File: config.mk
export PLATFORM = sky130hd
export DESIGN_NAME = edf_regs
export DESIGN_NICKNAME = d
export VERILOG_FILES = /design/src/hdl/edf_pkg.sv /design/src/hdl/edf_regs.sv
export SDC_FILE = /design/constraint.sdc
export NUM_CORES = 1
export LEC_CHECK = 0
export BUFFER_PORTS_ARGS = -buffer_cell sky130_fd_sc_hd__buf_4
export CORE_ASPECT_RATIO = 1.25
export CORE_UTILIZATION = 35
export CTS_CLUSTER_DIAMETER = 120
export DETAILED_ROUTE_END_ITERATION = 12
export PLACE_DENSITY_LB_ADDON = 0.05
export SETUP_SLACK_MARGIN = 0.5
export SLEW_MARGIN = 20
export SYNTH_ARGS = -nofsm -noshare
export SYNTH_HDL_FRONTEND = slang
export SYNTH_SLANG_ARGS = --single-unit
File: constraint.sdc
create_clock -name clk_i -period 2.5 [get_ports clk_i]
set_clock_uncertainty 0.1 [all_clocks]
set_input_delay 0.125 -clock clk_i [delete_from_list [all_inputs] [get_ports clk_i]]
set_output_delay 0.125 -clock clk_i [all_outputs]
set_load 0.03 [all_outputs]
File: src/hdl/edf_pkg.sv
// edf_pkg: shared types, constants and arithmetic helpers for the emphasis filter pair
// used by every module under hdl; depends on nothing
package edf_pkg;

  localparam int unsigned CH_W      = 4;
  localparam int unsigned SMP_W     = 24;
  localparam int unsigned ST_W      = 32;
  localparam int unsigned COEF_W    = 48;
  localparam int unsigned PAR_W     = 24;
  localparam int unsigned LANES     = 4;
  localparam int unsigned ACC_W     = 34;
  localparam int unsigned DIF_W     = 33;
  localparam int unsigned MB_W      = 26;
  localparam int unsigned PROD_W    = 60;
  localparam int unsigned GPROD_W   = 46;
  localparam int unsigned HG_W      = 21;
  localparam int unsigned LG_W      = 24;
  localparam int unsigned ADDR_W    = 6;
  localparam int unsigned DATA_W    = 64;
  localparam int unsigned FRAC_G    = 16;
  localparam int unsigned FRAC_K    = 23;
  localparam int unsigned FRAC_GAIN = 20;

  localparam logic signed [MB_W-1:0] ONE_GAIN = 26'sh0100000;

  localparam logic [COEF_W-1:0] COEF_RST = 48'd8388608;
  localparam logic [HG_W-1:0]   HG_RST   = 21'd104858;
  localparam logic [LG_W-1:0]   LG_RST   = 24'd10485760;
  localparam logic [LG_W-1:0]   IHG_RST  = 24'd10485760;
  localparam logic [HG_W-1:0]   ILG_RST  = 21'd104858;

  localparam logic signed [63:0] MAX32 = 64'sd2147483647;
  localparam logic signed [63:0] MIN32 = -64'sd2147483648;
  localparam logic signed [63:0] MAX24 = 64'sd8388607;
  localparam logic signed [63:0] MIN24 = -64'sd8388608;

  typedef enum logic [2:0] {
    REG_COEF_HM  = 3'd0,
    REG_COEF_LC  = 3'd1,
    REG_COEF_LM  = 3'd2,
    REG_COEF_HC  = 3'd3,
    REG_HG       = 3'd4,
    REG_LG       = 3'd5,
    REG_IHG      = 3'd6,
    REG_ILG      = 3'd7
  } reg_idx_e;

  typedef enum logic [2:0] {
    ST_IDLE,
    ST_GX,
    ST_KY,
    ST_GD,
    ST_GAIN,
    ST_SUM
  } state_e;

  typedef enum logic [1:0] {
    OP_GX,
    OP_KY,
    OP_GD,
    OP_GAIN
  } mul_op_e;

  typedef struct packed {
    logic [LANES-1:0][COEF_W-1:0] coef;
    logic [HG_W-1:0]              hg;
    logic [LG_W-1:0]              lg;
    logic [LG_W-1:0]              ihg;
    logic [HG_W-1:0]              ilg;
  } cfg_t;

  typedef struct packed {
    logic    load;
    mul_op_e op;
    logic    acc_en;
    logic    y_en;
    logic    ns_en;
    logic    prod_en;
    logic    out_en;
  } cmd_t;

  // round half up, then floor
  function automatic logic signed [63:0] rnd_shr(input logic signed [63:0] v,
                                                 input int unsigned sh);
    return (v + (64'sd1 <<< (sh - 1))) >>> sh;
  endfunction

  function automatic logic signed [ST_W-1:0] sat32(input logic signed [63:0] v);
    logic signed [63:0] r;
    if (v > MAX32) begin
      r = MAX32;
    end else if (v < MIN32) begin
      r = MIN32;
    end else begin
      r = v;
    end
    return r[ST_W-1:0];
  endfunction

  function automatic logic signed [SMP_W-1:0] sat24(input logic signed [63:0] v);
    logic signed [63:0] r;
    if (v > MAX24) begin
      r = MAX24;
    end else if (v < MIN24) begin
      r = MIN24;
    end else begin
      r = v;
    end
    return r[SMP_W-1:0];
  endfunction

endpackage

File: src/hdl/edf_regs.sv
// edf_regs: configuration register file behind the register bus port
// depends on edf_pkg
module edf_regs (
  input  logic                       clk_i,
  input  logic                       rst_ni,
  input  logic                       psel,
  input  logic                       penable,
  input  logic                       pwrite,
  input  logic [edf_pkg::ADDR_W-1:0] paddr,
  input  logic [edf_pkg::DATA_W-1:0] pwdata,
  output logic [edf_pkg::DATA_W-1:0] prdata,
  output edf_pkg::cfg_t              cfg_o
);
  import edf_pkg::*;

  cfg_t     cfg_q;
  reg_idx_e idx;
  logic     wr;

  assign idx = reg_idx_e'(paddr[ADDR_W-1:3]);
  assign wr  = psel & penable & pwrite;

  always_ff @(posedge clk_i or negedge rst_ni) begin
    if (!rst_ni) begin
      cfg_q.coef <= {LANES{COEF_RST}};
      cfg_q.hg   <= HG_RST;
      cfg_q.lg   <= LG_RST;
      cfg_q.ihg  <= IHG_RST;
      cfg_q.ilg  <= ILG_RST;
    end else if (wr) begin
      case (idx)
        REG_COEF_HM: cfg_q.coef[0] <= pwdata[COEF_W-1:0];
        REG_COEF_LC: cfg_q.coef[1] <= pwdata[COEF_W-1:0];
        REG_COEF_LM: cfg_q.coef[2] <= pwdata[COEF_W-1:0];
        REG_COEF_HC: cfg_q.coef[3] <= pwdata[COEF_W-1:0];
        REG_HG:      cfg_q.hg      <= pwdata[HG_W-1:0];
        REG_LG:      cfg_q.lg      <= pwdata[LG_W-1:0];
        REG_IHG:     cfg_q.ihg     <= pwdata[LG_W-1:0];
        REG_ILG:     cfg_q.ilg     <= pwdata[HG_W-1:0];
        default: ;
      endcase
    end
  end

  always_comb begin
    case (idx)
      REG_COEF_HM: prdata = DATA_W'(cfg_q.coef[0]);
      REG_COEF_LC: prdata = DATA_W'(cfg_q.coef[1]);
      REG_COEF_LM: prdata = DATA_W'(cfg_q.coef[2]);
      REG_COEF_HC: prdata = DATA_W'(cfg_q.coef[3]);
      REG_HG:      prdata = DATA_W'(cfg_q.hg);
      REG_LG:      prdata = DATA_W'(cfg_q.lg);
      REG_IHG:     prdata = DATA_W'(cfg_q.ihg);
      REG_ILG:     prdata = DATA_W'(cfg_q.ilg);
      default:     prdata = '0;
    endcase
  end

  assign cfg_o = cfg_q;

endmodule

-- After elaboration in Yosys (flattened, before gate mapping)
Index checks and enable logic that the tools add are counted.
- register bits after elaboration: 282
- logic and storage cells: 27
- equality and inequality tests: 7
- multiplexer cells: 1
- bitwise gates (word level): 2
- reductions and logical operators: 9
- operators by type and width (kind ; count):
    case mux 64 bit (8 select lines) ; 1
    AND reduction 2 bit ; 8
    == test 3 bit, second input constant ; 4
    == test 3 x 2 -> 1 bit, second input constant ; 2
    == test 3 x 1 -> 1 bit, second input constant ; 1
    logical NOT 3 bit ; 1
    bitwise AND 1 bit ; 2

-- Longest topological paths before layout
Gate-level depths: netlist of run 1.
- word-level depth: 3
- depth in mapped cells: 7
- gate-level depth less buffers: 4

-- Least setup slack after synthesis of run 1
Ideal clock, no wire load.
- path type: input to output
- start: input paddr[3] (netlist name)
- end: output prdata[10] (netlist name)
- arrival time: 1.663 ns
- data required time: 2.275 ns
- path slack: 0.612 ns
- cell stages on the path: 7
- path buffers: 5
- path through: buf_4 > buf_2 > buf_2 > buf_2 > buf_2 > nand2_1 > a21oi_1
- word-level cells in the longest chain between the ends: 2
- elaborated cells on any way between the ends: 9
- classes of those cells: eq/ne: 7; mux: 1; reduce/logical: 1
- RTL lines (element ; line ; text):
    start: declaration ; edf_regs.sv:9 ; input logic [edf_pkg::ADDR_W-1:0] paddr,
    == test 3 bit (tied with other cells) ; edf_regs.sv:46 ; case (idx)
    case mux 64 bit (8 select lines) * ; edf_regs.sv:46 ;
    end: declaration ; edf_regs.sv:11 ; output logic [edf_pkg::DATA_W-1:0] prdata,
Mark *: on every way between the ends. The rest lies on a longest branch, timed or not. The select of a mux whose other input is x is not followed.

-- Worst setup path in the final report of run 1
- start: register cfg_q, in the netlist cfg_o[256]
- end: output prdata[22] (netlist name)
- word-level cells in the longest chain between the ends: 1
- RTL lines (element ; line ; text):
    start: declaration ; edf_regs.sv:16 ; cfg_t cfg_q;
    case mux 64 bit (8 select lines) ; edf_regs.sv:46 ;
No other way between the ends. The select of a mux whose other input is x is not followed.

==> run summary, run 1 <==
STATUS
----------------------------------------------------------------------------------
Outcome                                                               complete, but fails checks
Failing checks                                                         hold timing

SETUP PATH
----------------------------------------------------------------------------------
Type of the setup path with the least slack                           register to primary output
Maximum fanout along the worst path                                              2
Worst Path Arrival                                                         1.80 ns
Crit path required time                                                    2.28 ns
Critical path startpoint category                                         register
Endpoint kind of the worst setup timing path                          primary output

CLOCK NETWORK
----------------------------------------------------------------------------------
Worst-skew pair later-pin latency                                          0.56 ns
Number of buffers created by CTS                                                31
Clock transition at path regs                                              0.06 ns
H-Tree Level Count                                                               1
TritonCTS clock tree                                                           yes
Buffer depth of the longest clock path                                           3
TritonCTS sink count                                                           282
Root buffer selected by CTS                                              clkbuf_16

SYNTH
----------------------------------------------------------------------------------
Synthesized instance count                                                     887
Distinct cells, synth                                                           32
Simple-gate share of the synthesized area                                   0.0416
Post-synthesis cell type with the largest combined area                    dfrtp_1
Mean instance size in the synthesized netlist                           14.5 sq um
FF+latch count, synth                                                          282
Area share of xor/xnor cells in the synthesized design                           0
Post-synthesis instance area                                           12900 sq um
Sequential fraction of the synthesis area                                    0.550
Post-synthesis adder-cell area fraction                                          0
Largest family of logic cells by synthesized area                     multiplexers
Proportion of netlist area held by the largest area contributor              0.497
Mux cell area share after synthesis                                          0.332
Share of the synthesized area in compound gates (AO/OA/AOI/OAI)             0.0399
Dominant cells by area after synthesis                                dfrtp_1 50%, mux2_2 21%, mux4_2 6.8%
Synth warnings                                                                   0

CELLS AND AREA
----------------------------------------------------------------------------------
Proportion of layout cells with a drive suffix above 1                       0.652
Leading cell types in the layout, fill and taps excluded              473 x buf_4, 256 x dfrtp_1, 246 x mux2_2, 49 x dlygate4sd3_1
Flip-flop count of the largest register, all copies and words added            282
Final layout net count                                                        1504
Area Growth Syn to Fin                                                       46.9%
Area taken by flip-flops and latches                                    7090 sq um
Antenna cells                                                                    0
Footprint of the multi-input gates                                      5580 sq um
Filler Cell Count                                                             3263
Most common library cell in the layout ignoring fill and taps                buf_4
Final cell count without fillers                                              1933

MIN PATH
----------------------------------------------------------------------------------
Min-delay worst type                                                  primary input to async pin

GLOBAL ROUTING
----------------------------------------------------------------------------------
Met3 GRT Util                                                               0.0526
Pin count of the biggest net entering global routing                            65
Global routing's busiest layer                                                met2
Via count of the first global-routing pass                                    9979
Total GRT Usage                                                              0.226
Global-route track usage on met1                                             0.285
Wire length of the first global-routing pass                              64500 um
Number of antenna violations at the first check in global routing                0
Total congestion overflow after global routing                                   0
Met2 demand-to-capacity share in global routing                              0.387

DRT
----------------------------------------------------------------------------------
Post-detailed-route count of antenna-violating nets                              0
Post-DR vias/cell                                                             4.97
Number of remaining DRC errors                                                   0
Aggregate routed wire length                                              43500 um
Pre-antenna DRT Iters                                                            4
Initial detailed-routing violation count                                       354
Routed wirelength normalized by instance count                             22.5 um
Vias after detailed routing                                                   9604

FLOORPLANNING
----------------------------------------------------------------------------------
Die Y                                                                       217 um
Die Area                                                               37600 sq um
Placeable Area                                                         36300 sq um
Width of the die                                                            174 um
Initial standard-cell utilization of the core                                0.355
Total I/O pin count                                                            421
FP Rows                                                                         78

TIMING
----------------------------------------------------------------------------------
Min Clock Period, post-route                                               2.02 ns
Worst-case hold slack                                                   -0.0110 ns
Total count of max-transition violations in the final report                     0
Final-report setup violation count                                               0
Final sum of negative setup slack                                             0 ns
Worst Max-Slew Pin Slew                                                    1.07 ns
Period Utilization, post-route                                               0.809
Final Hold Violating Endpoints                                                   3
Achievable Freq                                                            495 MHz
Unrepaired setup endpoints after global routing                                yes
Worst relative slew slack                                                    0.284

PLACE
----------------------------------------------------------------------------------
RePlAce Congestion                                                           0.759
Buffers added on ports                                                         385
Placed Cells incl. Taps                                                       1724
Detailed-placement wirelength estimate                                    27600 um

POWER AND IR DROP
----------------------------------------------------------------------------------
Leak Pwr                                                                   9.20 nW
Maximum ir drop on the vdd rail                                           0.508 mV
Areal power density over the cells                                     905 nW/um^2

RUN
----------------------------------------------------------------------------------
Max-capacitance violation count                                                  0

==> repair_timing <==
action                     in CTS  in global routing
resized for setup              13                 69
setup buffers                  50                 53
gates cloned                    0                  0
pin swaps                       5                 10
setup endpoints to repair      37                 47
hold buffers                   49                  0
hold endpoints to repair      544                  0
==> cells in the mapped netlist <==
master / number
buf_2: 34
o211ai_1: 15
a22o_1: 13
inv_1: 7
mux2_2: 246
nor2_2: 1
buf_1: 4
dfstp_2: 26
nor2b_1: 5
mux4_2: 39
nor2_1: 35
a221oi_1: 6
a21oi_1: 25
a22oi_1: 5
conb_1: 1
nand2b_1: 7
o2bb2ai_1: 4
nor3b_1: 1
nand2_1: 31
mux2_4: 16
buf_6: 5
buf_4: 19
inv_2: 1
or3_1: 3
and2_1: 25
mux2i_1: 17
a222oi_1: 3
dfrtp_1: 256
clkbuf_1: 14
mux2_1: 20
nand4_2: 2
a211oi_1: 1
==> per-stage QoR <==
step                       util  worst slack [ns]  total power, mW  hold slack, ns  cell area (sq um)
after floorplan               -             0.612             9.63          -0.271              13000
after global routing      0.522             0.396             17.9          0.0243              18900
after CTS                 0.504             0.419             17.0          0.0139              18300
after global placement    0.452             0.334             12.0          0.0202              16400
after detailed placement  0.452             0.299             12.1          0.0289              16400
final                     0.522             0.478             17.1         -0.0110              18900
==> cells by family (layout without fill, tap and decap cells) <==
logic type	Yosys count	in the layout
multiplexers	338	338
buffers and inverters	84	635
AO/OA/AOI/OAI	72	72
flip-flops	282	282
AND/OR/NAND/NOR	110	110
other	1	16
==> routing by layer <==
metal | share of wire | wire length [um] | vias up
met5 | 0 | 0 | -
met4 | 0.026 | 1150 | 0
met3 | 0.063 | 2730 | 55
met2 | 0.49 | 21500 | 302
met1 | 0.42 | 18100 | 4963
li1 | - | - | 4284
==> report_power, final <==
group | leakage, nW | internal [mW] | switching [mW] | total (mW)
Combinational | 5.17 | 2.90 | 3.56 | 6.47
Clock | 0.484 | 2.59 | 1.88 | 4.47
Sequential | 3.54 | 5.52 | 0.688 | 6.21
Total | 9.20 | 11.0 | 6.13 | 17.1
==> path summary, 6_finish.rpt <==
| path | startpoint | to | slack (ns) | cells past startpoint |
|---|---|---|---|---|
| max reg2reg | cfg_o[264] | cfg_o[264] | 1.38 | 3 |
| min in group clk_i | pwrite | cfg_o[47] | 0.09 | 4 |
| max | cfg_o[256] | prdata[22] | 0.48 | 4 |
| min reg2reg | cfg_o[176] | cfg_o[176] | 0.42 | 1 |
| max in group asynchronous | rst_ni | cfg_o[113] | 1.45 | 3 |
| min | rst_ni | cfg_o[167] | -0.01 | 2 |
==> layout make-up <==
class	count	share of cell area
flip-flops and latches	282	0.374
multi-input cells	536	0.295
well taps	480	0.0317
inverters	8	0.00159
clock inverters	8	0.00376
repair buffers	570	0.246
clock buffers	49	0.0482
==> worst max-delay path, stage by stage, from the launching register on <==
cell,delay [ns]
dfrtp_1,0.38
a22o_1,0.21
a222oi_1,0.38
nor2_1,0.08
buf_4,0.18
No activity file was read; power rests on OpenSTA's default activity.
==> inputs of run 2 (changes only) <==
ABC_AREA = 1   (was not set)
clock period = 2.1 ns   (was 2.5 ns; I/O delays follow)
==> run summary, run 2 <==
CLOCK NETWORK
----------------------------------------------------------------------------------
H-Tree Level Count                                                               1
TritonCTS sink count                                                           282
TritonCTS clock tree                                                           yes
Worst-skew pair later-pin latency                                          0.58 ns
Number of buffers created by CTS                                                31
Root buffer selected by CTS                                              clkbuf_16
Buffer depth of the longest clock path                                           3
Clock transition at path regs                                              0.06 ns

TIMING
----------------------------------------------------------------------------------
Unrepaired setup endpoints after global routing                                yes
Final sum of negative setup slack                                             0 ns
Min Clock Period, post-route                                               1.84 ns
Worst Max-Slew Pin Slew                                                   0.642 ns
Worst relative slew slack                                                    0.572
Final Hold Violating Endpoints                                                   8
Worst-case hold slack                                                   -0.0349 ns
Achievable Freq                                                            545 MHz
Final-report setup violation count                                               0
Total count of max-transition violations in the final report                     0
Period Utilization, post-route                                               0.874

SYNTH
----------------------------------------------------------------------------------
FF+latch count, synth                                                          282
Post-synth top flop                                                        dfrtp_1
Sequential fraction of the synthesis area                                    0.550
Synthesized instance count                                                    1526
Share of synthesized flip-flops with an asynchronous set or reset             1.00
Post-synthesis cell type with the largest combined area                    dfrtp_1
Proportion of netlist area held by the largest area contributor              0.497
Dominant cells by area after synthesis                                dfrtp_1 50%, nand2_1 10%, nand4_1 7.9%
Top post-synthesis cells by count                                     355 x nand2_1, 256 x dfrtp_1, 164 x nor2_1, 162 x nand4_1, 120 x o21ai_0
EDFF count, synth                                                                0
Post-synthesis instance area                                           12900 sq um
Mean instance size in the synthesized netlist                           8.44 sq um
Distinct cells, synth                                                           25
Synth warnings                                                                   0
Most numerous cell in the Yosys netlist                                    nand2_1

MIN PATH
----------------------------------------------------------------------------------
Min-delay worst type                                                  primary input to async pin

SETUP PATH
----------------------------------------------------------------------------------
Crit path required time                                                    1.89 ns
Reg-to-reg critical path endpoint                                       cfg_o[155]
Maximum fanout along the worst path                                              3
Endpoint kind of the worst setup timing path                          primary output
Critical path startpoint category                                         register
Worst Path Arrival                                                         1.63 ns
Critical path startpoint                                                 cfg_o[76]
Worst-case register-to-register setup slack                                1.09 ns
Register-to-Register Path Depth                                                  4
Type of the setup path with the least slack                           register to primary output
Timing endpoint of the critical path                                     prdata[7]
Worst flop-to-flop path startpoint                                      cfg_o[155]

CELLS AND AREA
----------------------------------------------------------------------------------
Most common library cell in the layout ignoring fill and taps                buf_4
Leading cell types in the layout, fill and taps excluded              476 x buf_4, 343 x nand2_1, 256 x dfrtp_1, 162 x nand4_1, 139 x nor2_1
Area Growth Syn to Fin                                                       48.2%
Final layout net count                                                        2114
Filler Cell Count                                                             3522
Proportion of layout cells with a drive suffix above 1                       0.337
Flip-flop count of the largest register, all copies and words added            282
Antenna cells                                                                    0

DRT
----------------------------------------------------------------------------------
Routed wirelength normalized by instance count                             19.7 um
Pre-antenna DRT Iters                                                            5
Initial detailed-routing violation count                                       875
Post-detailed-route count of antenna-violating nets                              0
Vias after detailed routing                                                  12900
Aggregate routed wire length                                              50100 um
Post-DR vias/cell                                                             5.06
Number of remaining DRC errors                                                   0

STATUS
----------------------------------------------------------------------------------
Outcome                                                               complete, but fails checks
Failing checks                                                         hold timing

GLOBAL ROUTING
----------------------------------------------------------------------------------
Wire length of the first global-routing pass                              75500 um
Number of antenna violations at the first check in global routing                0
Total congestion overflow after global routing                                   0
Pin count of the biggest net entering global routing                            68
Total GRT Usage                                                              0.259
Via count of the first global-routing pass                                   12400

PLACE
----------------------------------------------------------------------------------
Buffers added on ports                                                         385
Detailed-placement wirelength estimate                                    32400 um
RePlAce Congestion                                                           0.810

POWER AND IR DROP
----------------------------------------------------------------------------------
Switching share of total power                                               0.387
Maximum ir drop on the vdd rail                                           0.647 mV
Areal power density over the cells                                    1100 nW/um^2
Comb pwr share                                                               0.383
Internal power                                                             12.8 mW
Leak Pwr                                                                   9.64 nW
Sequential share of power                                                    0.359
Clock network fraction of design power                                       0.257
Sw power                                                                   8.09 mW

FLOORPLANNING
----------------------------------------------------------------------------------
Total I/O pin count                                                            421
FP Rows                                                                         78
Die Area                                                               37600 sq um
Initial standard-cell utilization of the core                                0.355
Width of the die                                                            174 um
Placeable Area                                                         36300 sq um
Die Y                                                                       217 um

RUN
----------------------------------------------------------------------------------
Max-capacitance violation count                                                  0

[run 2: changes by cell type after synthesis, sizes merged, moves of 15 or more]
cell | before | now
nand2 | 31 | 357
mux2 | 282 | 0
o21ai | 0 | 192
nand4 | 2 | 162
nor2 | 36 | 167
inv | 8 | 84
a21oi | 25 | 93
nand3 | 0 | 49
mux4 | 39 | 0
buf | 62 | 93
clkbuf | 14 | 43
and2 | 25 | 0
mux2i | 17 | 0
o211ai | 15 | 0
[run 2: critical path, cell delays in order (launching register included)]
cell	delay, ns
dfstp_2	0.54
nand3_1	0.08
nand2_1	0.10
nor2_2	0.05
nand3_1	0.12
buf_6	0.15
[run 2: cells by family (layout without fill, tap and decap cells)]
kind of cell,count (synthesis),after routing,share of synthesized area
AND/OR/NAND/NOR,738,738,0.255
AO/OA/AOI/OAI,285,285,0.111
flip-flops,282,282,0.550
buffers and inverters,220,743,0.0839
other,1,16,0.000291
[run 2: stage by stage]
stage / total power, mW / util / std cells / cell area [sq um] / setup WS (ns)
2_1_floorplan: 11.6 / - / 1541 / 12900 / 0.690
3_3_place_gp: 14.6 / 0.449 / 2321 / 16300 / 0.401
3_5_place_dp: 14.7 / 0.449 / 2321 / 16300 / 0.371
4_1_cts: 20.7 / 0.509 / 2499 / 18500 / 0.223
5_1_grt: 21.9 / 0.526 / 2544 / 19100 / 0.203
6_report: 20.9 / 0.526 / 2544 / 19100 / 0.264
[run 2: what timing repair did]
action / CTS / global route
cloned: 0 / 1
hold endpoints to repair: 543 / 0
hold buffers: 50 / 0
endpoints found under the setup margin: 44 / 57
buffers inserted: 70 / 44
pin swaps: 24 / 55
resized for setup: 49 / 72
[run 2: worst min-delay path by stage]
stage,to,slack (ns),depth (start not counted)
after floorplan,cfg_o[0],-0.29,0
after global placement,cfg_o[26],0.03,1
after detailed placement,cfg_o[26],0.03,1
after CTS,cfg_o[26],0.004,2
after global routing,cfg_o[26],0.009,2
final,cfg_o[26],-0.03,2
[run 2: per-layer routing]
metal  wire, um  GRT usage
met2      23800      0.425
met1      21500      0.341
met3       3530     0.0567
met4       1270     0.0822
met5          0          0
[run 2: layout make-up]
cell class                 count  area [sq um]  area share
sequential                   282          7090       0.371
timing repair buffer         601          5070       0.266
multi-input combinational   1039          5010       0.263
clock buffer                  48           910      0.0476
tap                          480           601      0.0315
inverter                      84           328      0.0172
clock inverter                10          82.6     0.00432
[run 2: power by group through the flow]
stage / combinational [mW] / clock, mW / sequential [mW]
after floorplan: 1.79 / 0 / 9.77
after global placement: 6.90 / 0 / 7.72
after detailed placement: 6.95 / 0 / 7.73
after CTS: 7.66 / 5.51 / 7.53
after global routing: 8.52 / 5.70 / 7.67
final: 8.02 / 5.38 / 7.52
