[src/hdl/edf_pkg.sv]
// edf_pkg: shared types, constants and arithmetic helpers for the emphasis filter pair
// used by every module under hdl; depends on nothing
package edf_pkg;

  localparam int unsigned CH_W      = 4;
  localparam int unsigned SMP_W     = 24;
  localparam int unsigned ST_W      = 32;
  localparam int unsigned COEF_W    = 48;
  localparam int unsigned PAR_W     = 24;
  localparam int unsigned LANES     = 4;
  localparam int unsigned ACC_W     = 34;
  localparam int unsigned DIF_W     = 33;
  localparam int unsigned MB_W      = 26;
  localparam int unsigned PROD_W    = 60;
  localparam int unsigned GPROD_W   = 46;
  localparam int unsigned HG_W      = 21;
  localparam int unsigned LG_W      = 24;
  localparam int unsigned ADDR_W    = 6;
  localparam int unsigned DATA_W    = 64;
  localparam int unsigned FRAC_G    = 16;
  localparam int unsigned FRAC_K    = 23;
  localparam int unsigned FRAC_GAIN = 20;

  localparam logic signed [MB_W-1:0] ONE_GAIN = 26'sh0100000;

  localparam logic [COEF_W-1:0] COEF_RST = 48'd8388608;
  localparam logic [HG_W-1:0]   HG_RST   = 21'd104858;
  localparam logic [LG_W-1:0]   LG_RST   = 24'd10485760;
  localparam logic [LG_W-1:0]   IHG_RST  = 24'd10485760;
  localparam logic [HG_W-1:0]   ILG_RST  = 21'd104858;

  localparam logic signed [63:0] MAX32 = 64'sd2147483647;
  localparam logic signed [63:0] MIN32 = -64'sd2147483648;
  localparam logic signed [63:0] MAX24 = 64'sd8388607;
  localparam logic signed [63:0] MIN24 = -64'sd8388608;

  typedef enum logic [2:0] {
    REG_COEF_HM  = 3'd0,
    REG_COEF_LC  = 3'd1,
    REG_COEF_LM  = 3'd2,
    REG_COEF_HC  = 3'd3,
    REG_HG       = 3'd4,
    REG_LG       = 3'd5,
    REG_IHG      = 3'd6,
    REG_ILG      = 3'd7
  } reg_idx_e;

  typedef enum logic [2:0] {
    ST_IDLE,
    ST_GX,
    ST_KY,
    ST_GD,
    ST_GAIN,
    ST_SUM
  } state_e;

  typedef enum logic [1:0] {
    OP_GX,
    OP_KY,
    OP_GD,
    OP_GAIN
  } mul_op_e;

  typedef struct packed {
    logic [LANES-1:0][COEF_W-1:0] coef;
    logic [HG_W-1:0]              hg;
    logic [LG_W-1:0]              lg;
    logic [LG_W-1:0]              ihg;
    logic [HG_W-1:0]              ilg;
  } cfg_t;

  typedef struct packed {
    logic    load;
    mul_op_e op;
    logic    acc_en;
    logic    y_en;
    logic    ns_en;
    logic    prod_en;
    logic    out_en;
  } cmd_t;

  // round half up, then floor
  function automatic logic signed [63:0] rnd_shr(input logic signed [63:0] v,
                                                 input int unsigned sh);
    return (v + (64'sd1 <<< (sh - 1))) >>> sh;
  endfunction

  function automatic logic signed [ST_W-1:0] sat32(input logic signed [63:0] v);
    logic signed [63:0] r;
    if (v > MAX32) begin
      r = MAX32;
    end else if (v < MIN32) begin
      r = MIN32;
    end else begin
      r = v;
    end
    return r[ST_W-1:0];
  endfunction

  function automatic logic signed [SMP_W-1:0] sat24(input logic signed [63:0] v);
    logic signed [63:0] r;
    if (v > MAX24) begin
      r = MAX24;
    end else if (v < MIN24) begin
      r = MIN24;
    end else begin
      r = v;
    end
    return r[SMP_W-1:0];
  endfunction

endpackage

[src/hdl/edf_ctrl.sv]
// edf_ctrl: sequencer stepping one item through the four multiply phases
// depends on edf_pkg
module edf_ctrl (
  input  logic          clk_i,
  input  logic          rst_ni,
  input  logic          s_valid_i,
  input  logic          m_ready_i,
  output logic          s_ready_o,
  output logic          m_valid_o,
  output edf_pkg::cmd_t cmd_o
);
  import edf_pkg::*;

  state_e state_q, state_d;
  logic   out_vld_q, out_vld_d;
  logic   out_free;

  assign out_free = !out_vld_q || m_ready_i;

  always_comb begin
    state_d = state_q;
    case (state_q)
      ST_IDLE: if (s_valid_i) state_d = ST_GX;
      ST_GX:   state_d = ST_KY;
      ST_KY:   state_d = ST_GD;
      ST_GD:   state_d = ST_GAIN;
      ST_GAIN: state_d = ST_SUM;
      ST_SUM:  if (out_free) state_d = ST_IDLE;
      default: state_d = ST_IDLE;
    endcase
  end

  always_comb begin
    cmd_o     = '0;
    cmd_o.op  = OP_GX;
    s_ready_o = 1'b0;
    case (state_q)
      ST_IDLE: begin
        s_ready_o  = 1'b1;
        cmd_o.load = s_valid_i;
      end
      ST_GX: begin
        cmd_o.op     = OP_GX;
        cmd_o.acc_en = 1'b1;
      end
      ST_KY: begin
        cmd_o.op   = OP_KY;
        cmd_o.y_en = 1'b1;
      end
      ST_GD: begin
        cmd_o.op    = OP_GD;
        cmd_o.ns_en = 1'b1;
      end
      ST_GAIN: begin
        cmd_o.op      = OP_GAIN;
        cmd_o.prod_en = 1'b1;
      end
      ST_SUM: begin
        cmd_o.out_en = out_free;
      end
      default: ;
    endcase
  end

  always_comb begin
    out_vld_d = out_vld_q;
    if (cmd_o.out_en) begin
      out_vld_d = 1'b1;
    end else if (m_ready_i) begin
      out_vld_d = 1'b0;
    end
  end

  always_ff @(posedge clk_i or negedge rst_ni) begin
    if (!rst_ni) begin
      state_q   <= ST_IDLE;
      out_vld_q <= 1'b0;
    end else begin
      state_q   <= state_d;
      out_vld_q <= out_vld_d;
    end
  end

  assign m_valid_o = out_vld_q;

endmodule

[config.mk]
export PLATFORM = sky130hd
export DESIGN_NAME = edf_ctrl
export DESIGN_NICKNAME = d
export VERILOG_FILES = /design/src/hdl/edf_pkg.sv /design/src/hdl/edf_ctrl.sv
export SDC_FILE = /design/constraint.sdc
export NUM_CORES = 1
export LEC_CHECK = 0
export ABC_AREA = 1
export ABC_CLOCK_PERIOD_IN_PS = 2740
export CAP_MARGIN = 10
export CORE_AREA = 10 10 47 49
export CTS_BUF_LIST = sky130_fd_sc_hd__clkbuf_4 sky130_fd_sc_hd__clkbuf_8
export DETAILED_ROUTE_END_ITERATION = 10
export DIE_AREA = 0 0 57 59
export DONT_BUFFER_PORTS = 1
export HOLD_SLACK_MARGIN = 0.03
export SYNTH_ARGS = -nofsm -noshare
export SYNTH_HDL_FRONTEND = slang
export SYNTH_SLANG_ARGS = --single-unit
[constraint.sdc]
create_clock -name clk_i -period 2.74 [get_ports clk_i]
set_input_delay 0.548 -clock clk_i [delete_from_list [all_inputs] [get_ports clk_i]]
set_output_delay 0.548 -clock clk_i [all_outputs]
set_load 0.02 [all_outputs]
Word level (Yosys, flattened, before mapping)

Cells that the tools add are included.

Register bits after elaboration: 4
Input port bits: 4
Output and inout port bits: 10
Word-level logic and storage cells: 27

Eq/ne operators: 7
Mux-type cells: 13
Reduce and logical (&&, ||, !) cells: 5

Operator list:

| operator                                            | count |
|---|---|
| case mux 3 bit (6 select lines)                     | 1 |
| 2-to-1 mux 1 bit                                    | 9 |
| equality test 3 x 2 -> 1 bit, second input constant | 2 |
| equality test 3 bit, second input constant          | 2 |
| 2-to-1 mux 3 bit                                    | 2 |
| case mux 2 bit (3 select lines)                     | 1 |
| inequality test 2 bit, second input constant        | 2 |
| equality test 3 x 1 -> 1 bit, second input constant | 1 |
| zero test 3 bit                                     | 1 |
| AND reduction 2 bit                                 | 1 |
| nonzero test 2 bit                                  | 1 |
| zero test 1 bit                                     | 1 |
| logical OR 1 bit                                    | 1 |

Depth between registers and ports, before layout

Gate-level depths: netlist of run 1.

Word-level depth: 4
Gate-level depth with buffers: 5
Gate-level depth less buffers: 5

Worst setup path after synthesis of run 1

Ideal clock, no wire load.

Kind: register -> output
Start: register state_q[0]
End: output port cmd_o[7] in the netlist's numbering
Arrival: 0.910 ns
Data required time: 2.192 ns
Setup slack: 1.282 ns
Stages on the path, launching flop included: 4
Path buffers: 0
Path through: dfrtp_1 -> nor2_1 -> nand2_1 -> nor2_1

RTL lines:

| item                   | RTL line       | source |
|---|---|---|
| from (decl)            | edf_ctrl.sv:14 | `state_e state_q, state_d;` |
| from (signal assigned) | edf_ctrl.sv:79 | `state_q <= state_d;` |
| to (decl)              | edf_ctrl.sv:10 | `output edf_pkg::cmd_t cmd_o` |

==> metrics.md, run 1 <==
| Metric | Value |
|---|---|
| Final Total Pwr | `401 uW` |
| GRT Residual Overflow | `0` |
| CTS root buffer | `clkbuf_4` |
| Diodes inserted | `0` |
| Cell Area, Synth | `roughly 240 um^2` |
| Hold Crit Class | `in -> reg` |
| Pre-antenna DRT Iters | `1` |
| Cells after DPL | `49` |
| H-tree depth | `1` |
| Die span in x | `~57 um` |
| Share of cells above drive strength 1 | `21.6%` |
| Non-filler cells, final | `53` |
| CP Max Fanout | `5` |
| Setup Fix Bufs, Post-CTS | `0` |
| Req. time, crit path | `~2.2 ns` |
| Critical path class | `reg -> out` |
| Post-route setup slack | `~0.96 ns` |
| Worst-Margin Slew | `0.420 ns` |
| CP Data Arrival Time | `about 1.2 ns` |
| CP Buf/Inv Count | `0` |
| Initial antenna violation count | `0` |
| Clock latency on the worst-skew pair | `around 0.24 ns` |
| Synthesized flop and latch total | `4` |
| Worst path top cell family by delay | `simple AND/OR/NAND/NOR gates` |
| Synth area leader | `dfrtp_1` |
| Register area share after synthesis | `between 40% and 50%` |
| Routed via count | `220` |
| Largest net degree at the start of global routing | `6` |
| Bufs on Longest Clock Path | `2` |
| Synth warn | `0` |
| HPWL after detailed placement | `568 um` |
| Nets@finish | `43` |
| Relative slew margins | `a little under three quarters` |
| Number of global-route vias before repair | `about 230` |
| CP cell instances | `nor2_1 -> nand2_1 -> nor2_1` |
| Max-Cap Viols | `0` |
| FMAX | `0.560 GHz` |
| CTS clk-pin slew, worst paths | `about 0.04 ns` |
| Yosys top cell area share | `42.3%` |
| Post-route ant nets | `0` |
| Fin crit period | `approximately 1.8 ns` |
| TritonCTS Buffers | `3` |
| Worst IR Drop VDD | `0.314 mV` |
| RSZ-0062 raised after global routing | `no` |
| Cell Pwr Density | `approximately 1400 nW/um^2` |
| Sum Neg Setup Slack | `0 ns` |
| DRT Wirelength | `668 um` |
| Row count | `14` |
| Critical Path Start Type | `flip-flop` |
| Area contributors post-synth | `dfrtp_1 (42%), inv_1 (11%), nor2_1 (11%), o21ai_0 (6.3%), nand2_2 (5.3%)` |
| Slew Limit Fails | `0` |
| Initial Util | `between 15 and 20%` |
| Post-synthesis net count | `38` |
| Unique masters post-synth | `12` |
| Crit. End Element | `primary output` |
| Area Growth Syn to Fin | `19.0%` |
| Final Setup Violations | `0` |
| Post-DR wirelength/cell | `~13 um` |
| Post-CTS Resized | `0` |
| CP max stage cell | `dfrtp_1` |
| Sink Count | `4` |
| Vias per inst | `~4.2` |
| Syn Inst Count | `34` |
| Part of the cycle the worst path needs | `~65%` |
| CTS tree | `done` |
| Die area | `3360 um^2` |
| # IOs | `14` |
| Most frequent cells in the layout | `inv_1 (7), nor2_1 (7), dfrtp_1 (4)` |
| GR Util All Layers | `approximately 4.7%` |
| First-pass GRT wire length | `about 1100 um` |
| Place WS | `~1.2 ns` |
| Die Ht | `~59 um` |
| Status | `finished clean` |
| Final Hold Viols | `0` |
| CP max stage delay | `slightly above 0.4 ns` |
| DR DRC count | `0` |
| DR iter-0 viols | `0` |
| RePlAce Congestion | `~0.74` |
| Core Region | `between 1000 and 1500 um^2` |
| Clock skew | `approximately 0.00054 ns` |
| Crit path top cell by count | `nor2_1` |
| Leak | `about 0.00016 uW` |
| Port bufs | `0` |
| Avg Cell Area, Syn | `between 6 and 7 um^2` |
-- area by class of cell --
| cell class | instances | area [um^2] |
|---|---|---|
| flip-flops and latches | 4 | 100 |
| fillers | 177 | 1120 |
| repair buffers | 1 | 10.0 |
| well taps | 16 | 20.0 |
| clock buffers | 3 | 22.5 |
| multi-input cells | 20 | 95.1 |
| inverters | 9 | 33.8 |
-- worst reg2reg max path: stages, from the launching register on --
cell	delay [ns]
dfrtp_1	0.40
inv_1	0.13
nand2_2	0.09
o21ai_2	0.30
inv_2	0.06
nand2_2	0.05
-- state kept, by name, summed over array words and instances, names as in the netlist --
signal and cells:
state_q 3, m_valid_o 1
-- worst paths after layout --
path                                 start          to  slack (ns)  cells past startpoint
worst max-delay path            state_q[0]    cmd_o[7]        0.96                      3
worst min-delay path             m_ready_i   m_valid_o        0.42                      1
worst max register to register  state_q[2]  state_q[2]        1.65                      5
worst min register to register  state_q[1]  state_q[1]        0.56                      1
max in group asynchronous           rst_ni  state_q[0]        1.98                      1
min in group asynchronous           rst_ni  state_q[2]        0.59                      1
-- kinds of logic after synthesis --
group                  Yosys count  synth area share (%)
AOI/OAI and AO/OA                5                  12.2
DFF                              4                  42.3
and+or+nand+nor                 15                  28.0
buffers and inverters           10                  17.5
-- metal layers --
metal / vias up / part of all wire, % / track usage [%]
li1: 108 / - / -
met1: 95 / 46 / 4.86
met2: 13 / 36 / 4.81
met3: 4 / 12 / 2.58
met4: 0 / 6.3 / 8.05
met5: - / 0 / 0
-- Yosys cell counts, drive strengths merged --
master,count
buf,1
dfrtp,4
inv,9
nand2,5
nand3,2
nand4,1
nor2,7
o21ai,5
-- power breakdown --
| group | internal [uW] | switching, uW | total (uW) |
|---|---|---|---|
| Sequential | 84.8 | 35.0 | 120 |
| Combinational | 41.3 | 164 | 206 |
| Clock | 49.2 | 26.7 | 75.9 |
-- through the flow --
stage	utilization, %	instance area [um^2]	hold WS, ns
2_1_floorplan	-	236	0.252
3_3_place_gp	17.8	249	0.253
3_5_place_dp	17.8	249	0.253
4_1_cts	20.1	282	0.425
5_1_grt	20.1	282	0.446
6_report	20.1	282	0.423
-- timing repair --
action                     4_1_cts  5_1_grt
setup endpoints to repair        0        0
hold endpoints to repair         4        0
hold buffers                     1        0
Power figures use the tool's default switching activity.
==> run 2, diff against run 1 <==
--- a/config.mk
+++ b/config.mk
@@ -5,8 +5,8 @@
 export SDC_FILE = /design/constraint.sdc
 export NUM_CORES = 1
 export LEC_CHECK = 0
-export ABC_AREA = 1
-export ABC_CLOCK_PERIOD_IN_PS = 2740
+export ABC_AREA = 0
+export ABC_CLOCK_PERIOD_IN_PS = 1800
 export CAP_MARGIN = 10
 export CORE_AREA = 10 10 47 49
 export CTS_BUF_LIST = sky130_fd_sc_hd__clkbuf_4 sky130_fd_sc_hd__clkbuf_8
==> constraint.sdc (replaced) <==
create_clock -name clk_i -period 1.8 [get_ports clk_i]
set_input_delay 0.36 -clock clk_i [delete_from_list [all_inputs] [get_ports clk_i]]
set_output_delay 0.36 -clock clk_i [all_outputs]
set_load 0.02 [all_outputs]
==> metrics.md, run 2 <==
| Metric | Value |
|---|---|
| DR DRC count | `0 (unchanged)` |
| # IOs | `14 (unchanged)` |
| Clock skew | `0.00183 ns (+0.00130 ns)` |
| CTS clk-pin slew, worst paths | `0.04 ns (about the same)` |
| Register area share after synthesis | `35.6% (-6.8 points)` |
| Worst reg2reg startpoint | `state_q[1]` |
| Hold Crit Class | `in -> reg` |
| Row count | `14 (unchanged)` |
| Status | `finished clean` |
| Die area | `3360 um^2 (unchanged)` |
| Slew Limit Fails | `0 (unchanged)` |
| Setup Fix Bufs, Post-CTS | `0 (unchanged)` |
| Worst path top cell family by delay | `flip-flops` |
| Sum Neg Setup Slack | `0 ns (unchanged)` |
| Most common cell after layout, fill and taps aside | `buf_4` |
| Critical path class | `reg -> out` |
| Register-to-register setup slack | `0.74 ns (-0.91 ns)` |
| Final Hold Viols | `0 (unchanged)` |
| CP max stage cell | `dfrtp_1` |
| Sink Count | `4 (unchanged)` |
| Port bufs | `0 (unchanged)` |
| Reg2reg path depth | `3 (-2)` |
| Clock latency on the worst-skew pair | `0.23 ns (about the same)` |
| Core Region | `1400 um^2 (unchanged)` |
| Cell Area, Synth | `282 um^2 (+19%)` |
| Hold Startpoint | `m_ready_i` |
| Ys flop type | `dfrtp_1` |
| Req. time, crit path | `1.44 ns (-0.75 ns)` |
| CP cell instances | `nand2b_4 -> nor3b_1 -> buf_4` |
| Crit. End Element | `primary output` |
| Post-DR wirelength/cell | `12.8 um (+1.6%)` |
| CP Max Fanout | `9 (+4)` |
| DR iter-0 viols | `10 (+10)` |
| Fin crit period | `about 1.7 ns` |
| Relative slew margins | `74.6% (+2.6 points)` |
| Die Ht | `59 um (unchanged)` |
| Cell depth of the worst hold path | `2 (+1)` |
| RSZ-0062 raised after global routing | `no` |
| Pre-antenna DRT Iters | `4 (+3)` |
| Most frequent cells in the layout | `buf_4 (5), dfrtp_1 (4), o21ai_0 (3), clkbuf_4 (3)` |
| Vias per inst | `4.33 (+4.4%)` |
| Avg Cell Area, Syn | `9.38 um^2 (+35%)` |
| Asr flop ratio synth | `100% (unchanged)` |
| Critical path depth | `3 (unchanged)` |
| CTS tree | `done` |
| Largest net degree at the start of global routing | `10 (+4)` |
| Synthesized flop and latch total | `4 (unchanged)` |
| RePlAce Congestion | `0.701 (-5.2%)` |
| Bufs on Longest Clock Path | `2 (unchanged)` |
| Cell Pwr Density | `2280 nW/um^2 (+60%)` |
| Number of global-route vias before repair | `238 (+3.0%)` |
| Leak | `0.000155 uW (-3.1%)` |
| Share of cells above drive strength 1 | `34.3% (+13 points)` |
| Area contributors post-synth | `dfrtp_1 (36%), nand2b_4 (9.8%), buf_6 (8.0%), o21ai_0 (5.3%), nor3b_1 (5.3%)` |
| TritonCTS Buffers | `3 (unchanged)` |
| Critical Path Start | `state_q[1]` |
| Worst IR Drop VDD | `0.843 mV (+170%)` |
| Commonest cells in the netlist | `dfrtp_1 (4), o21ai_0 (3)` |
| Initial Util | `20.1% (+3.2 points)` |
| Diodes inserted | `0 (unchanged)` |
| GR Util All Layers | `4.41% (-0.25 points)` |
| HPWL after detailed placement | `524 um (-7.6%)` |
| Routed via count | `221 (+0.45%)` |
| CP max stage delay | `0.47 ns (+0.06 ns)` |
| Top-count cell post-synth | `dfrtp_1` |
| Unique masters post-synth | `18 (+6)` |
| CTS root buffer | `clkbuf_4` |
| DRT Wirelength | `653 um (-2.2%)` |
| CP Buf/Inv Count | `1 (+1)` |
| Part of the cycle the worst path needs | `between 90% and 100%` |
| Worst-Margin Slew | `0.380 ns (-0.0395 ns)` |
| Die span in x | `57 um (unchanged)` |
| Hold slack | `0.338 ns (-0.0854 ns)` |
| First-pass GRT wire length | `1090 um (unchanged)` |
| Synth warn | `0 (unchanged)` |
| Post-synth EDFFs | `0 (unchanged)` |
| Max-Cap Viols | `0 (unchanged)` |
| Synth area leader | `dfrtp_1` |
| CP Data Arrival Time | `1.29 ns (+0.05 ns)` |
| Yosys top cell area share | `35.6% (-6.8 points)` |
| Syn Inst Count | `30 (-12%)` |
| GRT Residual Overflow | `0 (unchanged)` |
| Post-synthesis net count | `34 (-11%)` |
| Critical Path Start Type | `flip-flop` |
| Initial antenna violation count | `0 (unchanged)` |
| Area Growth Syn to Fin | `20.9%` |
| FMAX | `~0.61 GHz` |
| Final Setup Violations | `0 (unchanged)` |
| Nets@finish | `41 (-4.7%)` |
| Post-route ant nets | `0 (unchanged)` |
| Biggest register | `state_q` |
| Max reg flops | `3 (unchanged)` |
| H-tree depth | `1 (unchanged)` |
[run 2: cell types whose count changed after synthesis, sizes merged, moves of 3 or more]
cell,before,now
nand2,5,0
buf,1,4
nor2,7,2
nand2b,0,3
inv,9,2
[run 2: cell type report]
type / instances / area (um^2)
timing repair buffer: 6 / 47.5
clock buffer: 3 / 22.5
fill: 167 / 1060
multi-input combinational: 20 / 143
tap: 16 / 20.0
sequential: 4 / 100
inverter: 2 / 7.51
[run 2: path summary, 6_finish.rpt]
path,endpoint
max,cmd_o[0]
min,m_valid_o
max reg2reg,state_q[0]
min reg2reg,state_q[1]
max in group asynchronous,state_q[2]
min in group asynchronous,state_q[0]
[run 2: routing by layer]
| metal | vias to the layer above | track usage (%) | share of wire [%] |
|---|---|---|---|
| met1 | 99 | 4.41 | 46 |
| met3 | 2 | 2.36 | 11 |
| li1 | 109 | - | - |
| met2 | 11 | 5.12 | 40 |
| met4 | 0 | 7.05 | 3.7 |
| met5 | - | 0 | 0 |
[run 2: through the flow]
| step | area (um^2) | power, uW | setup slack [ns] | std cells | utilization [%] |
|---|---|---|---|---|---|
| after global routing | 340 | 851 | 0.0692 | 51 | 24.3 |
| final | 340 | 776 | 0.147 | 51 | 24.3 |
| after floorplan | 282 | 586 | 0.270 | 30 | - |
| after global placement | 304 | 654 | 0.375 | 47 | 21.7 |
| after detailed placement | 304 | 663 | 0.357 | 47 | 21.7 |
| after CTS | 337 | 781 | 0.104 | 51 | 24.0 |
[run 2: report_power, final]
group / internal, uW / switching, uW / leakage, uW / total [uW]
clock network: 74.4 / 34.3 / 0.0000138 / 109
logic: 182 / 248 / 0.0000900 / 430
registers: 131 / 106 / 0.0000516 / 237
total: 388 / 388 / 0.000155 / 776
[run 2: kinds of logic after synthesis]
group,synth area share (%)
AND/OR/NAND/NOR,34.7
AO/OA/AOI/OAI,11.6
buffers and inverters,15.1
flip-flops,35.6
XOR/XNOR,3.11
[run 2: repair_timing]
action / 4_1_cts / 5_1_grt
hold buffers: 1 / 0
endpoints found under the hold margin: 4 / 0
setup endpoints to repair: 0 / 1
gates resized for setup: 0 / 1
==> run 3, diff against run 2 <==
--- a/config.mk
+++ b/config.mk
@@ -14,6 +14,7 @@
 export DIE_AREA = 0 0 57 59
 export DONT_BUFFER_PORTS = 1
 export HOLD_SLACK_MARGIN = 0.03
+export PLACE_DENSITY = 0.34
 export SYNTH_ARGS = -nofsm -noshare
 export SYNTH_HDL_FRONTEND = slang
 export SYNTH_SLANG_ARGS = --single-unit
==> constraint.sdc (replaced) <==
create_clock -name clk_i -period 1.8 [get_ports clk_i]
set_input_delay 0.36 -clock clk_i [delete_from_list [all_inputs] [get_ports clk_i]]
set_output_delay 0.36 -clock clk_i [all_outputs]
set_load 0.05 [all_outputs]
==> metrics.md, run 3 (synthesis gave the netlist of run 2 again) <==
| Metric | Value |
|---|---|
| Nets@finish | `45 (+9.8%)` |
| CTS tree | `done` |
| CP max stage delay | `0.49 ns (+0.02 ns)` |
| Number of global-route vias before repair | `250 (+5.0%)` |
| FMAX | `0.593 GHz (-2.1%)` |
| Status | `finished clean` |
| CP Max Fanout | `9 (unchanged)` |
| Relative slew margins | `82.9% (+8.3 points)` |
| Area Growth Syn to Fin | `44.9%` |
| Fin crit period | `1.69 ns (+0.0349 ns)` |
| Hold Crit Class | `in -> reg` |
| Req. time, crit path | `1.44 ns (about the same)` |
| Max reg flops | `3 (unchanged)` |
| Port bufs | `0 (unchanged)` |
| Die span in x | `57 um (unchanged)` |
| CTS root buffer | `clkbuf_4` |
| TritonCTS Buffers | `3 (unchanged)` |
| Pre-antenna DRT Iters | `2 (-2)` |
| Hold slack | `0.343 ns (+0.00502 ns)` |
| Placed cell areas | `368 um^2 (+21%)` |
| Vias per inst | `4.18 (-3.5%)` |
| HPWL after detailed placement | `574 um (+9.4%)` |
| CP Buf/Inv Count | `1 (unchanged)` |
| CP Data Arrival Time | `1.33 ns (+0.04 ns)` |
| Routed via count | `230 (+4.1%)` |
| Worst-Margin Slew | `0.256 ns (-0.124 ns)` |
| # IOs | `14 (unchanged)` |
| Cells after DPL | `51 (+8.5%)` |
| Critical path class | `reg -> out` |
| First-pass GRT wire length | `1130 um (+3.8%)` |
| Slew Limit Fails | `0 (unchanged)` |
| Die Ht | `59 um (unchanged)` |
| Clock skew | `0.000190 ns (-0.00164 ns)` |
| RSZ-0062 raised after global routing | `no` |
| Sink Count | `4 (unchanged)` |
| Diodes inserted | `0 (unchanged)` |
| Part of the cycle the worst path needs | `93.8% (+1.9 points)` |
| Non-filler cells, final | `55 (+7.8%)` |
| Clock latency on the worst-skew pair | `0.23 ns (about the same)` |
| CTS clk-pin slew, worst paths | `0.04 ns (about the same)` |
| DR DRC count | `0 (unchanged)` |
| Most common cell after layout, fill and taps aside | `buf_4` |
| GR Util All Layers | `4.37% (-0.043 points)` |
| Design Area, Final | `408 um^2 (+20%)` |
| Core Region | `1400 um^2 (unchanged)` |
| Bufs on Longest Clock Path | `2 (unchanged)` |
| Max-Cap Viols | `0 (unchanged)` |
| Setup Fix Bufs, Post-CTS | `0 (unchanged)` |
| Initial Util | `20.1% (unchanged)` |
| DRT Wirelength | `676 um (+3.5%)` |
| CP max stage cell | `dfrtp_2` |
| RePlAce Congestion | `0.671 (-4.4%)` |
| Share of cells above drive strength 1 | `56.4% (+22 points)` |
| Largest net degree at the start of global routing | `10 (unchanged)` |
| Fillers | `163 (-2.4%)` |
| Post-DR wirelength/cell | `12.3 um (-4.0%)` |
| Final Hold Viols | `0 (unchanged)` |
| DR iter-0 viols | `3 (-7)` |
| Sum Neg Setup Slack | `0 ns (unchanged)` |
| CP cell instances | `nand3b_1 -> o21ai_1 -> buf_4` |
| Biggest register | `state_q` |
| Row count | `14 (unchanged)` |
| Initial antenna violation count | `0 (unchanged)` |
| Critical Path Start Type | `flip-flop` |
| Final Setup Violations | `0 (unchanged)` |
| Post-route ant nets | `0 (unchanged)` |
| Most frequent cells in the layout | `buf_4 (8), clkbuf_4 (3), dfrtp_2 (3)` |
| H-tree depth | `1 (unchanged)` |
| Crit. End Element | `primary output` |
| Worst path top cell family by delay | `flip-flops` |
| Die area | `3360 um^2 (unchanged)` |
| GRT Residual Overflow | `0 (unchanged)` |
-- run 3: cell count changes in the layout (fill, tap and decap cells not counted), sizes merged --
cell / change
buf: +4
inv: -1
clkinvlp: +1
-- run 3: repair_timing --
action	4_1_cts	5_1_grt
hold buffers	1	0
endpoints found under the setup margin	0	4
endpoints found under the hold margin	4	0
gates resized for setup	0	4
-- run 3: per-layer routing --
layer  global-route usage (%)  share of wire [%]  vias up
li1                         -                  -      114
met1                     3.69                 33      106
met2                     6.82                 54        8
met3                     2.36                 10        2
met4                     5.03                2.5        0
met5                        0                  0        -
-- run 3: final cells by class --
type                    count  area (um^2)  area share (%)
multi-input cells          20          160            39.3
inverters                   2         11.3            2.76
flip-flops and latches      4          104            25.5
repair buffers             10         90.1            22.1
well taps                  16         20.0            4.91
clock buffers               3         22.5            5.52
-- run 3: final timing paths --
path	from	endpoint	slack, ns	cells past startpoint
max	state_q[2]	cmd_o[6]	0.11	3
min	m_ready_i	m_valid_o	0.34	2
max reg2reg	state_q[1]	state_q[0]	0.75	3
min reg2reg	m_valid_o	m_valid_o	0.54	2
max in group asynchronous	rst_ni	state_q[2]	1.21	1
min in group asynchronous	rst_ni	state_q[1]	0.41	1
-- run 3: per-stage QoR --
step	utilization, %	worst slack [ns]
floorplan	-	-0.0867
global placement	26.3	0.304
detailed placement	26.3	0.286
CTS	28.6	0.0278
global route	29.1	0.0343
finish	29.1	0.112
Power of run 3 is left out: the tool's default activity adds up to more than one toggle a clock period on the data nets, which glitch-free logic cannot reach.
